$ cat src/rtl/rc5ird_pkg.sv
// Shared types and constants of the RC5 infrared edge decoder.
package rc5ird_pkg;

   localparam int CFG_W        = 16;
   localparam int CSR_INDEX_W  = 2;
   localparam int HALF_W       = 6;
   localparam int SHIFT_W      = 13;
   localparam int BIT_CNT_W    = 4;
   localparam int ADDR_W       = 5;
   localparam int CMD_W        = 6;
   localparam int FIELDS_W     = 12;
   localparam int TOGGLE_POS   = 11;
   localparam int ADDR_LSB     = 6;
   localparam int RSP_TDATA_W  = 16;

   localparam logic [BIT_CNT_W-1:0] FRAME_BITS = 4'd13;

   localparam logic [CSR_INDEX_W-1:0] REG_MIN_HALF_BIT = 2'd0;
   localparam logic [CSR_INDEX_W-1:0] REG_MAX_HALF_BIT = 2'd1;
   localparam logic [CSR_INDEX_W-1:0] REG_MAX_BIT      = 2'd2;

   localparam logic [CFG_W-1:0] MIN_HALF_BIT_RESET = 16'd640;
   localparam logic [CFG_W-1:0] MAX_HALF_BIT_RESET = 16'd1140;
   localparam logic [CFG_W-1:0] MAX_BIT_RESET      = 16'd2000;

   localparam logic OP_EDGE  = 1'b0;
   localparam logic OP_CLEAR = 1'b1;

   typedef struct packed {
      logic [CFG_W-1:0] max_bit;
      logic [CFG_W-1:0] max_half_bit;
      logic [CFG_W-1:0] min_half_bit;
   } cfg_type;

   // Packed so that frame_ready lands in the lowest bit.
   typedef struct packed {
      logic              capture_rising_next;
      logic              toggle;
      logic [CMD_W-1:0]  command;
      logic [ADDR_W-1:0] address;
      logic              frame_ready;
   } result_type;

endpackage

$ cat src/rtl/rc5_ir_edge_decoder.sv
// Top level of the RC5 infrared edge decoder: input register, decode step, result register.
//
// The decoder takes one word per edge of the infrared receiver (or a clear
// command) and returns exactly one result word for each. An edge word carries
// the timer value captured at that edge; the block measures the interval since
// the previous edge, tracks the half-bit phase of the Manchester code and, once
// 13 bits are in, latches the toggle bit, the five-bit address and the six-bit
// command and raises frame_ready. A new frame is not latched while frame_ready
// is still set; a clear word (tuser high) drops the flag. Every result word
// reports the flag, the latched frame fields and the edge polarity to arm the
// capture unit for next. Throughput is one word per clock while the result side
// takes each result as it appears: the decode step is a single pass of compare
// and increment logic between the input register and the result register, and
// the decoder state closes its loop within that cycle. An accepted word waits in
// the input register and passes through the decode step into the result register
// once that register is empty or its content is being taken; while a result waits,
// the word waits in the input register. The input accepts a new word while a
// finished result waits to be taken; it stalls only when both the input register
// and the result register are full. Thresholds are 16-bit registers written through
// the csr port; the user must write them only while idle, which the block does not enforce.
module rc5_ir_edge_decoder #(
   parameter int TIME_WIDTH = 16
) (
   input  logic                                  clock,
   input  logic                                  reset,
   // Input words.
   input  logic                                  req_tvalid,
   output logic                                  req_tready,
   input  logic [((TIME_WIDTH+7)/8)*8-1:0]       req_tdata,  // capture_time, then zero fill
   input  logic                                  req_tuser,  // op: 0 edge, 1 clear ready flag
   // Result words.
   output logic                                  rsp_tvalid,
   input  logic                                  rsp_tready,
   output logic [rc5ird_pkg::RSP_TDATA_W-1:0]    rsp_tdata,  // frame_ready, address[4:0],
                                                             // command[5:0], toggle,
                                                             // capture_rising_next, 2'b0
   // Threshold registers.
   input  logic                                  csr_we,
   input  logic [rc5ird_pkg::CSR_INDEX_W-1:0]    csr_index,
   input  logic [rc5ird_pkg::CFG_W-1:0]          csr_wdata
);

   rc5ird_pkg::cfg_type    cfg;
   rc5ird_pkg::result_type result;

   logic                   in_valid_ff, in_valid_in;
   logic                   in_op_ff;
   logic [TIME_WIDTH-1:0]  in_time_ff;
   logic                   out_valid_ff, out_valid_in;
   rc5ird_pkg::result_type out_result_ff;
   logic                   advance;
   logic                   take_in;

   // The held word moves into the result register when that register is
   // empty or its content is being taken this cycle.
   assign advance    = in_valid_ff && (!out_valid_ff || rsp_tready);
   assign req_tready = !in_valid_ff || advance;
   assign take_in    = req_tvalid && req_tready;

   assign in_valid_in  = take_in || (in_valid_ff && !advance);
   assign out_valid_in = advance || (out_valid_ff && !rsp_tready);

   always_ff @(posedge clock) begin
      if (reset) begin
         in_valid_ff  <= 1'b0;
         out_valid_ff <= 1'b0;
      end else begin
         in_valid_ff  <= in_valid_in;
         out_valid_ff <= out_valid_in;
      end
   end

   always_ff @(posedge clock) begin
      if (take_in) begin
         in_op_ff   <= req_tuser;
         in_time_ff <= req_tdata[TIME_WIDTH-1:0];
      end
      if (advance) begin
         out_result_ff <= result;
      end
   end

   rc5ird_csr u_csr (
      .clock     (clock),
      .reset     (reset),
      .csr_we    (csr_we),
      .csr_index (csr_index),
      .csr_wdata (csr_wdata),
      .cfg       (cfg)
   );

   rc5ird_core #(
      .TIME_WIDTH (TIME_WIDTH)
   ) u_core (
      .clock        (clock),
      .reset        (reset),
      .step         (advance),
      .op           (in_op_ff),
      .capture_time (in_time_ff),
      .cfg          (cfg),
      .result       (result)
   );

   assign rsp_tvalid = out_valid_ff;
   assign rsp_tdata  = rc5ird_pkg::RSP_TDATA_W'(out_result_ff);

   // The input side never stalls unless a result is being held back.
   a_ready_when_free: assert property (@(posedge clock) disable iff (reset)
      !(rsp_tvalid && !rsp_tready) |-> req_tready)
      else $error("input stalled although the result side is free");

   // A word that enters the decode step shows up as a result next cycle.
   a_result_follows: assert property (@(posedge clock) disable iff (reset)
      advance |=> rsp_tvalid)
      else $error("decoded word did not reach the result register");

   // A clear word always reports the ready flag as dropped.
   a_clear_drops_flag: assert property (@(posedge clock) disable iff (reset)
      (advance && in_op_ff == rc5ird_pkg::OP_CLEAR) |=> !out_result_ff.frame_ready)
      else $error("clear word did not drop frame_ready");

   // An edge word never drops a ready flag that is already set.
   a_flag_sticks: assert property (@(posedge clock) disable iff (reset)
      (advance && in_op_ff == rc5ird_pkg::OP_EDGE && rsp_tvalid
       && out_result_ff.frame_ready) |=> out_result_ff.frame_ready)
      else $error("edge word cleared frame_ready");

endmodule

$ cat src/rtl/rc5ird_csr.sv
// Timing threshold registers of the RC5 decoder.
module rc5ird_csr (
   input  logic                                clock,
   input  logic                                reset,
   input  logic                                csr_we,
   input  logic [rc5ird_pkg::CSR_INDEX_W-1:0]  csr_index,
   input  logic [rc5ird_pkg::CFG_W-1:0]        csr_wdata,
   output rc5ird_pkg::cfg_type                 cfg
);

   rc5ird_pkg::cfg_type cfg_ff;
   rc5ird_pkg::cfg_type cfg_in;

   always_comb begin
      cfg_in = cfg_ff;
      if (csr_we) begin
         case (csr_index)
            rc5ird_pkg::REG_MIN_HALF_BIT: cfg_in.min_half_bit = csr_wdata;
            rc5ird_pkg::REG_MAX_HALF_BIT: cfg_in.max_half_bit = csr_wdata;
            rc5ird_pkg::REG_MAX_BIT:      cfg_in.max_bit      = csr_wdata;
            default:                      cfg_in              = cfg_ff;
         endcase
      end
   end

   always_ff @(posedge clock) begin
      if (reset) begin
         cfg_ff.min_half_bit <= rc5ird_pkg::MIN_HALF_BIT_RESET;
         cfg_ff.max_half_bit <= rc5ird_pkg::MAX_HALF_BIT_RESET;
         cfg_ff.max_bit      <= rc5ird_pkg::MAX_BIT_RESET;
      end else begin
         cfg_ff <= cfg_in;
      end
   end

   assign cfg = cfg_ff;

endmodule

$ cat src/rtl/rc5ird_core.sv
// Frame decoding state and the per-word update step of the RC5 decoder.
module rc5ird_core #(
   parameter int TIME_WIDTH = 16
) (
   input  logic                   clock,
   input  logic                   reset,
   input  logic                   step,
   input  logic                   op,
   input  logic [TIME_WIDTH-1:0]  capture_time,
   input  rc5ird_pkg::cfg_type    cfg,
   output rc5ird_pkg::result_type result
);

   localparam int CMP_W = (TIME_WIDTH > rc5ird_pkg::CFG_W) ? TIME_WIDTH : rc5ird_pkg::CFG_W;

   logic [TIME_WIDTH-1:0]                last_ff,  last_in;
   logic                                 edge_ff,  edge_in;
   logic [rc5ird_pkg::HALF_W-1:0]        half_ff,  half_in;
   logic [rc5ird_pkg::SHIFT_W-1:0]       shift_ff, shift_in;
   logic [rc5ird_pkg::BIT_CNT_W-1:0]     bits_ff,  bits_in;
   logic                                 ready_ff, ready_in;
   logic [rc5ird_pkg::FIELDS_W-1:0]      fields_ff, fields_in;

   logic [TIME_WIDTH-1:0]                interval;
   logic [CMP_W-1:0]                     interval_x;
   logic [rc5ird_pkg::HALF_W-1:0]        half_start;
   logic [rc5ird_pkg::HALF_W-1:0]        half_adv;
   logic [rc5ird_pkg::SHIFT_W-1:0]       shift_next;
   logic [rc5ird_pkg::BIT_CNT_W-1:0]     bits_next;

   always_comb begin
      interval   = capture_time - last_ff;
      interval_x = CMP_W'(interval);
      half_start = (interval_x > CMP_W'(cfg.max_bit)) ? '0 : half_ff;
      half_adv   = (interval_x > CMP_W'(cfg.max_half_bit)) ? half_start + 1'b1 : half_start;
      shift_next = {shift_ff[rc5ird_pkg::SHIFT_W-2:0], ~edge_ff};
      bits_next  = bits_ff + 1'b1;

      last_in   = last_ff;
      edge_in   = edge_ff;
      half_in   = half_ff;
      shift_in  = shift_ff;
      bits_in   = bits_ff;
      ready_in  = ready_ff;
      fields_in = fields_ff;

      if (op == rc5ird_pkg::OP_CLEAR) begin
         ready_in = 1'b0;
      end else begin
         last_in = capture_time;
         edge_in = ~edge_ff;
         if (half_start == '0) begin
            // First edge of a frame only synchronizes the bit clock.
            shift_in = '0;
            bits_in  = '0;
            edge_in  = 1'b1;
            half_in  = rc5ird_pkg::HALF_W'(1);
         end else if (interval_x < CMP_W'(cfg.min_half_bit)) begin
            half_in = '0;
            edge_in = 1'b0;
         end else if (half_adv > rc5ird_pkg::HALF_W'(1) && !half_adv[0]) begin
            // Mid-bit edge: its polarity is the data bit.
            shift_in = shift_next;
            bits_in  = bits_next;
            if (bits_next >= rc5ird_pkg::FRAME_BITS) begin
               if (!ready_ff) begin
                  fields_in = shift_next[rc5ird_pkg::FIELDS_W-1:0];
               end
               ready_in = 1'b1;
               half_in  = '0;
               edge_in  = 1'b0;
            end else begin
               half_in = half_adv + 1'b1;
            end
         end else begin
            half_in = half_adv + 1'b1;
         end
      end
   end

   always_ff @(posedge clock) begin
      if (reset) begin
         last_ff   <= '0;
         edge_ff   <= 1'b0;
         half_ff   <= '0;
         shift_ff  <= '0;
         bits_ff   <= '0;
         ready_ff  <= 1'b0;
         fields_ff <= '0;
      end else if (step) begin
         last_ff   <= last_in;
         edge_ff   <= edge_in;
         half_ff   <= half_in;
         shift_ff  <= shift_in;
         bits_ff   <= bits_in;
         ready_ff  <= ready_in;
         fields_ff <= fields_in;
      end
   end

   always_comb begin
      result.frame_ready         = ready_in;
      result.address             = fields_in[rc5ird_pkg::ADDR_LSB +: rc5ird_pkg::ADDR_W];
      result.command             = fields_in[rc5ird_pkg::CMD_W-1:0];
      result.toggle              = fields_in[rc5ird_pkg::TOGGLE_POS];
      result.capture_rising_next = edge_in;
   end

endmodule
$ cat config.mk
export PLATFORM = sky130hd
export DESIGN_NAME = rc5_ir_edge_decoder
export DESIGN_NICKNAME = d
export VERILOG_FILES = /design/src/rtl/rc5ird_pkg.sv /design/src/rtl/rc5_ir_edge_decoder.sv /design/src/rtl/rc5ird_csr.sv /design/src/rtl/rc5ird_core.sv
export SDC_FILE = /design/constraint.sdc
export NUM_CORES = 1
export LEC_CHECK = 0
export BUFFER_PORTS_ARGS = -buffer_cell sky130_fd_sc_hd__buf_2
export CORE_MARGIN = 10
export CORE_UTILIZATION = 35
export DETAILED_ROUTE_END_ITERATION = 8
export PLACE_DENSITY_LB_ADDON = 0.3
export SLEW_MARGIN = 20
export SYNTH_ARGS = -nofsm -noshare
export SYNTH_HDL_FRONTEND = slang
export SYNTH_SLANG_ARGS = --single-unit
$ cat constraint.sdc
create_clock -name clock -period 10.1 [get_ports clock]
set_clock_uncertainty 0.2 [all_clocks]
set_input_delay 0.505 -clock clock [delete_from_list [all_inputs] [get_ports clock]]
set_output_delay 0.505 -clock clock [all_outputs]
set_load 0.02 [all_outputs]
After elaboration in Yosys (flattened, before gate mapping). Index checks and enable logic that the tools add are counted.

Memories kept: 0. ROM bits: 0. Memory bits (writable): 0. Bits in registers: 132. Latch bits: 0. Word-level logic and storage cells: 83.

Bitwise operators: 2. Add/sub/neg operators: 4. Magnitude comparators: 5. Shift-type cells: 0. Eq/ne operators: 3. Mux-type cells: 28. $mul: 0. Divide/modulo/power cells: 0. Reductions and logical operators: 22.

Operator list (count): 2-to-1 mux 12 bit (6); 2-to-1 mux 6 bit (6); 2-to-1 mux 11 bit (3); greater-than comparator 16 bit (2); < comparator 16 bit (1); subtractor 16 bit (1); adder 6 x 1 -> 6 bit, second input constant (2); 2-to-1 mux 4 bit (3); 2-to-1 mux 1 bit (10); AND reduction 2 bit (4); greater-than comparator 6 x 1 -> 1 bit, second input constant (1); logical NOT 6 bit (1); logical AND 1 bit (5); logical NOT 1 bit (5); adder 4 x 1 -> 4 bit, second input constant (1); >= comparator 4 bit, second input constant (1); logical OR 1 bit (4); AND reduction 4 bit (1); equality test 2 x 1 -> 1 bit, second input constant (1); equality test 2 bit, second input constant (1); logical NOT 2 bit (1); inequality test 2 x 1 -> 1 bit, second input constant (1); inverter 1 bit (2); nonzero test 2 bit (1).

Longest topological paths before layout. Gate-level depths: netlist of the first run.

Depth after elaboration: 11. Gate-level depth with buffers: 29. Depth with buffers taken out: 28.

Hierarchy. From an unflattened synthesis of the first run, not the netlist that was laid out.

Cell total of the unflattened synthesis: 805. Area, all modules: 7424.6 um2.

Modules (own cells, without submodules): rc5ird_core (area each 4421.7 um2, times used 1, cells each 575); rc5ird_csr (area each 1949.4 um2, times used 1, cells each 186); rc5_ir_edge_decoder (area each 1053.5 um2, times used 1, cells each 44).

Worst setup path before layout of the first run. No wires, ideal clock.

Kind: reg-to-reg. Start: reg in_time_ff[0]. End: reg out_result_ff, in the netlist rsp_tdata[10], data pin. Path buffers: 1. Arrival time: 5.483 ns. Stages on the path, launching flop included: 29. Path slack: 4.157 ns. Period minus slack after synthesis: 5.943 ns. Cell sequence: edfxtp_1 > inv_1 > ha_1 > fa_1 > nor2b_1 > o21ai_0 > a21boi_0 > o21ai_0 > a211oi_1 > o31ai_1 > o21bai_1 > a21oi_1 > xnor2_1 > ha_1 > nand3_1 > nor4_1 > a21bo_2 > o211a_1 > o21ai_0 > ha_1 > and2_1 > nor2_1 > ha_1 > nor2_1 > a31oi_1 > o22ai_4 > and3_4 > buf_6 > mux2_4.

RTL lines: start, declared (RTL line rc5_ir_edge_decoder.sv:48) `logic [TIME_WIDTH-1:0] in_time_ff;`; start signal, assigned (RTL line rc5_ir_edge_decoder.sv:76) `in_time_ff <= req_tdata[TIME_WIDTH-1:0];`; end signal, assigned (RTL line rc5_ir_edge_decoder.sv:79) `out_result_ff <= result;`; end, declared (RTL line rc5_ir_edge_decoder.sv:50) `rc5ird_pkg::result_type out_result_ff;`.

==> summary.md, run 1 <==
| Metric | Value |
|---|---|
| Run status | completed |
| Horiz. Die Dim | around 160 um |
| Post-Syn Area | ~7000 um2 |
| Max stage delay on crit path | 0.43 ns |
| CTS root buffer | clkbuf_16 |
| Core area | 20200 um2 |
| CTS Sinks | between 100 and 150 |
| Row count | 52 |
| Most frequent cell after synthesis | nand2_1 |
| Port bufs | 55 |
| Slowest-stage cell, CP | nor4_1 |
| First-pass GRT wire length | between 20000 and 30000 um |
| Vias | roughly 5600 |
| Fin crit share | 66.5% |
| Async SR Flop Fraction | 0% |
| Initial Util | 35.6% |
| Latest clock arrival within the worst-skew pair | 0.43 ns |
| # hold bufs at CTS | 0 |
| Via/cell ratio | roughly 4.9 |
| Synth area leader | dfxtp_1 |
| Worst hold path endpoint | in_time_ff[10] |
| Vias in the first global route | 5660 |
| Die H | 163 um |
| Relative slew slack | a little under two fifths |
| Post-synthesis register bit count | 132 |
| CP Class | reg -> reg |
| Peak VDD IR | 0.120 mV |
| Reg2Reg Capture Point | rsp_tdata[2] |
| Setup_tns | 0 ns |
| Largest delay share family, worst path | compound AO/OA/AOI/OAI gates |
| Reg2Reg Depth | 27 |
| Setup violators final | 0 |
| Critical Path Most Common Cell | ha_1 |
| Final min period | 6.72 ns |
| Post-DP HPWL | around 12000 um |
| Commonest cells in the netlist | nand2_1, dfxtp_1, a21oi_1 |
| Power Density | 175 nW/um2 |
| Dominant synthesized flop cell | dfxtp_1 |
| Routed Antenna Nets | 0 |
| Largest net degree at the start of global routing | 67 |
| Achievable Freq | roughly 150 MHz |
| # DRC | 0 |
| TritonCTS Buffers | 17 |
| IO Pins | 58 |
| RSZ-0062 raised after global routing | no |
| Syn Inst Count | 807 |
| Post_cts resized | 0 |
| Maximum root-to-sink buffer count | 2 |
| Synth Area per Inst | between 8 and 9 um2 |
| Max capacitance violation total | 0 |
| Finished Layout Cells | between 1000 and 1500 |
| Final WL | between 15000 and 20000 um |
| Hold_ws | roughly 0.049 ns |
| Post-synth top area share | 28.2% |
| Total gr overflow | 0 |
| Post-synthesis sequential area ratio | 41.2% |
| Slew Viols, Final | 0 |
| # nets final | 967 |
| Top cells by area, synth | dfxtp_1, edfxtp_1, ha_1 |
| Initial DRC Count | 346 |
| Antenna Cells | 0 |
| Hold Path Class | in -> reg |
| Crit-path max FO | 12 |
| Fillers | 2055 |
| Routed wire length per instance | ~15 um |
| Dpl cells | 1108 |
| Hold Path Origin | req_tdata[10] |
| Worst EP required | 10.08 ns |
| R2r setup slk | 3.38 ns |
| Worst path bufs/invs | 1 |
| Critical R2R Launch | in_time_ff[0] |
| RePlAce Congestion | 0.870 |
| Worst Tran Pin Value | 0.930 ns |
| H-tree levels | 4 |
| CP Capture Type | flop |
| Die area | about 27000 um2 |
| DR pass1 iterations | 4 |
| Synth-to-layout area growth | 16.1% |
| Post-synth EDFFs | 31 |
| Overall Global Routing Usage | 13.1% |
| Final hold vios | 0 |
| CTS tree | yes |
| Post-CTS setup buffers | 0 |
| Worst setup SP type | flop |
| Worst Path Arrival | 6.70 ns |
| Initial antenna violation count | 0 |
| Post-synthesis cell type count | between 70 and 80 |
| Yosys warns | 0 |
| Leakage | 0.00328 uW |
| Hold Path Depth | 1 |
| Worst-path clk slew | approximately 0.070 ns |
| Fraction of layout cells with a size suffix above 1 | 14.3% |
-- through the flow --
stage	util (%)	power, uW	worst slack (ns)	area (um2)
after floorplan	-	742	4.16	7180
after global placement	38.2	807	3.76	7710
after detailed placement	38.2	810	3.48	7710
after CTS	41.3	1470	3.45	8330
after global routing	41.3	1530	2.87	8330
final	41.3	1460	3.38	8330
-- layout by cell type (no fill, tap or decap), types with 6 or more instances in the layout --
master and instances:
a211oi_1 9, a21o_1 7, a21oi_1 77, buf_2 55, buf_4 6, clkbuf_16 17
dfxtp_1 101, edfxtp_1 31, ha_1 69, inv_1 76, inv_8 8, mux2_4 9
mux2i_1 13, nand2_1 156, nand3_1 23, nand4_1 6, nor2_1 31, nor2b_1 9
nor3_1 10, o211ai_1 18, o21ai_0 11, o22ai_1 10, xnor2_1 19
-- layout make-up --
cell class              instances  area, um2  share of cell area, %
clock inverters                15        200                   2.40
inverters                      77        289                   3.47
clock buffers                  17        425                   5.11
multi-input cells             568       3810                   45.7
repair buffers                 61        320                   3.84
flip-flops and latches        132       2950                   35.4
well taps                     270        338                   4.05
-- sequential cells by signal (all words and copies together) (netlist names), 4 cells and up --
register / count
in_time_ff: 16
rsp_tdata: 14
u_core.bits_ff: 4
u_core.fields_ff: 12
u_core.half_ff: 6
u_core.last_ff: 16
u_core.shift_ff: 11
u_csr.cfg: 48
-- cells by family (layout without fill, tap and decap cells) --
kind of cell	Yosys count	after routing	share of synthesized area (%)
AOI/OAI and AO/OA	178	178	16.7
xor gates and xnor gates	23	23	2.81
adders and majority gates	70	70	12.3
buffers and inverters	108	170	5.89
DFF	132	132	41.2
muxes	24	24	4.01
other	1	2	0.0523
and+or+nand+nor	271	271	17.1
-- worst reg2reg max path: stages, from the launching register on --
cell      delay [ns]
edfxtp_1        0.35
inv_1           0.05
ha_1            0.22
fa_1            0.40
nor2b_1         0.12
o21ai_0         0.09
a21boi_0        0.26
o21ai_0         0.17
a211oi_1        0.30
o31ai_1         0.16
o21bai_1        0.14
a21oi_1         0.09
xnor2_1         0.18
ha_1            0.32
nand3_1         0.10
nor4_1          0.43
a21bo_2         0.30
o211a_1         0.16
o21ai_0         0.38
ha_1            0.30
and2_1          0.15
nor2_1          0.21
ha_1            0.19
nor2_1          0.05
a31oi_1         0.34
o22ai_4         0.19
and3_4          0.29
mux2_4          0.32
-- per-layer routing --
| layer | global-route usage [%] | share of wire, % |
|---|---|---|
| met2 | 23.1 | 51 |
| met3 | 2.97 | 3.1 |
| met1 | 15.6 | 45 |
| met4 | 3.85 | 1.3 |
| met5 | 0 | 0 |
-- worst max path at each step --
stage	cells past startpoint	to	startpoint
global placement	27	rsp_tdata[1]	in_time_ff[0]
CTS	27	rsp_tdata[2]	in_time_ff[0]
detailed placement	27	rsp_tdata[4]	in_time_ff[0]
global route	27	rsp_tdata[1]	in_time_ff[0]
finish	27	rsp_tdata[2]	in_time_ff[0]
floorplan	28	rsp_tdata[10]	in_time_ff[0]
-- power by group --
group	leakage (uW)	switching [uW]	internal (uW)	total [uW]
sequential	0.00111	8.29	557	566
clock	0.000307	277	381	658
combinational	0.00186	146	87.8	233
Power figures use the tool's default switching activity.
==> inputs of run 2 (changes only) <==
- clock period: 10.1 -> 6.1 ns (I/O delays scaled with it)
==> run 2 against run 1 <==
Against the previous run: combinational power is 100% higher; core utilization is 3.6 points higher; via count is 5.5% higher; clock-buffer cell count stayed put; global-route usage is 0.28 points higher; design area is 8.8% higher; maximum frequency is 16% higher; power is 71% higher; routed wire length is 2.5% higher; final cell count is 6.1% higher; critical path type unchanged; critical endpoint is now rsp_tdata[11]; highest routed layer unchanged.
==> summary.md, run 2 (synthesis gave the netlist of run 1 again) <==
| Metric | Value |
|---|---|
| Core area | 20200 um2 (unchanged) |
| Hold Path Class | in -> reg |
| Post-DP HPWL | 12500 um (+0.83%) |
| Sw frac | 29.5% (-0.075 points) |
| Setup violators final | 0 (unchanged) |
| Max capacitance violation total | 0 (unchanged) |
| CTS root buffer | clkbuf_16 |
| RePlAce Congestion | 0.862 (-0.87%) |
| Vias | 5945 (+5.5%) |
| Achievable Freq | 173 MHz (+16%) |
| Worst-path clk slew | 0.07 ns (about the same) |
| Comb pwr share | 18.7% (+2.7 points) |
| Grt met1 use | 15.7% (+0.14 points) |
| Fillers | 1963 (-4.5%) |
| Peak VDD IR | 0.220 mV (+83%) |
| Post-DP Area | 7890 um2 (+2.4%) |
| Most frequent cells in the layout | nand2_1, dfxtp_1, inv_1, a21oi_1, ha_1 |
| Largest net degree at the start of global routing | 67 (unchanged) |
| Initial antenna violation count | 0 (unchanged) |
| CP Capture Type | flop |
| Final Core Density | 44.9% (+3.6 points) |
| # nets final | 1036 (+7.1%) |
| Initial Util | 35.6% (unchanged) |
| Slew Viols, Final | 0 (unchanged) |
| Fraction of layout cells with a size suffix above 1 | 19.1% (+4.8 points) |
| Run status | completed |
| Worst Path Arrival | 5.77 ns (-0.93 ns) |
| Worst EP required | 6.09 ns (-3.99 ns) |
| Final hold vios | 0 (unchanged) |
| Worst setup SP type | flop |
| # DRC | 0 (unchanged) |
| Max FFs per register | 48 (unchanged) |
| Die area | 26600 um2 (unchanged) |
| Fin crit share | 94.7% (+28 points) |
| Routed Antenna Nets | 0 (unchanged) |
| Routed wire length per instance | 14.5 um (-3.3%) |
| Sequential power share | 37.7% (-1.1 points) |
| Design area | 9060 um2 (+8.8%) |
| Power Density | 274 nW/um2 (+57%) |
| Latest clock arrival within the worst-skew pair | 0.43 ns (about the same) |
| Most common cell after layout, fill and taps aside | nand2_1 |
| CTS Sinks | 132 (unchanged) |
| Clk network pwr share | 43.6% (-1.6 points) |
| First-pass GRT wire length | 28900 um (+1.6%) |
| H-tree levels | 4 (unchanged) |
| DR pass1 iterations | 4 (unchanged) |
| CP Class | reg -> reg |
| CTS tree | yes |
| Relative slew slack | 33.2% (-4.8 points) |
| TritonCTS Buffers | 17 (unchanged) |
| P_sw | 733 uW (+70%) |
| IO Pins | 58 (unchanged) |
| Met3 GRT Util | 2.97% (unchanged) |
| Vias in the first global route | 5814 (+2.7%) |
| Worst Tran Pin Value | 1.00 ns (+0.0725 ns) |
| Leakage | 0.00363 uW (+11%) |
| Met2 usage | 23.7% (+0.61 points) |
| Final min period | 5.78 ns (-0.943 ns) |
| GRT busiest layer | met2 |
| Antenna Cells | 0 (unchanged) |
| Die H | 163 um (unchanged) |
| Overall Global Routing Usage | 13.4% (+0.28 points) |
| Total gr overflow | 0 (unchanged) |
| Maximum root-to-sink buffer count | 2 (unchanged) |
| Row count | 52 (unchanged) |
| Internal power | 1750 uW (+71%) |
| Initial DRC Count | 264 (-24%) |
| Via/cell ratio | 4.92 (-0.54%) |
| Synth-to-layout area growth | 26.3% |
| Horiz. Die Dim | 163 um (unchanged) |
| Port bufs | 55 (unchanged) |
| Final WL | 17600 um (+2.5%) |
| Crit-path max FO | 6 (-6) |
run 2: repair_timing:
action	in CTS	in global routing
gates resized for setup	4	24
endpoints found under the hold margin	67	0
setup endpoints to repair	45	49
hold buffers	35	0
buffers inserted	0	12
pin swaps	0	14
cloned	0	0
run 2: layout make-up:
| type | instances | area (um2) | area share [%] |
|---|---|---|---|
| multi-input cells | 568 | 3910 | 43.2 |
| flip-flops and latches | 132 | 2950 | 32.6 |
| repair buffers | 130 | 942 | 10.4 |
| clock buffers | 17 | 425 | 4.69 |
| well taps | 270 | 338 | 3.73 |
| inverters | 77 | 289 | 3.19 |
| clock inverters | 15 | 200 | 2.21 |
run 2: stage by stage:
stage | power (uW) | instances | setup slack, ns | setup TNS, ns | hold WS (ns)
final | 2490 | 1209 | 0.324 | 0 | 0.128
after global routing | 2600 | 1209 | -0.0657 | -0.611 | 0.153
after CTS | 2480 | 1197 | 0.0494 | 0 | 0.109
after detailed placement | 1380 | 1130 | -0.200 | -3.61 | 0.248
after global placement | 1370 | 1130 | 0.0685 | 0 | 0.243
after floorplan | 1230 | 808 | 0.157 | 0 | 0.204
run 2: worst max-delay path, stage by stage (launching register included):
cell,delay [ns]
edfxtp_1,0.41
ha_1,0.29
nor2b_1,0.12
o21a_1,0.18
o21ai_2,0.09
a211oi_2,0.27
nor2_1,0.08
a211o_1,0.34
o2111ai_2,0.21
a21oi_2,0.10
xnor2_2,0.16
ha_1,0.34
nand3_2,0.11
nor4_4,0.30
a21bo_2,0.27
o211a_1,0.16
o21ai_2,0.16
ha_1,0.24
and2_1,0.16
nor2_2,0.13
ha_1,0.16
nor2_1,0.05
a31oi_2,0.23
o22ai_4,0.10
and3_4,0.19
buf_4,0.17
mux2_4,0.30
run 2: path summary, 6_finish.rpt:
path / slack (ns) / from / depth (start not counted) / end
hold reg to reg: 0.26 / u_csr.cfg[1] / 2 / u_csr.cfg[1]
setup / recovery: 0.32 / in_time_ff[1] / 26 / rsp_tdata[11]
setup reg to reg: 0.32 / in_time_ff[1] / 26 / rsp_tdata[11]
hold / removal: 0.13 / csr_index[0] / 4 / u_csr.cfg[11]
run 2: power by group through the flow:
stage / Combinational [uW] / Clock [uW] / Sequential (uW)
global placement: 414 / 0 / 956
detailed placement: 420 / 0 / 956
global route: 523 / 1140 / 940
CTS: 444 / 1100 / 937
floorplan: 271 / 0 / 958
finish: 466 / 1080 / 937
run 2: metal layers:
metal	part of all wire (%)	routed length, um	up-vias
met2	50	8830	73
met5	0	0	-
li1	-	-	3054
met4	1.7	293	0
met1	45	7930	2798
met3	2.9	518	20
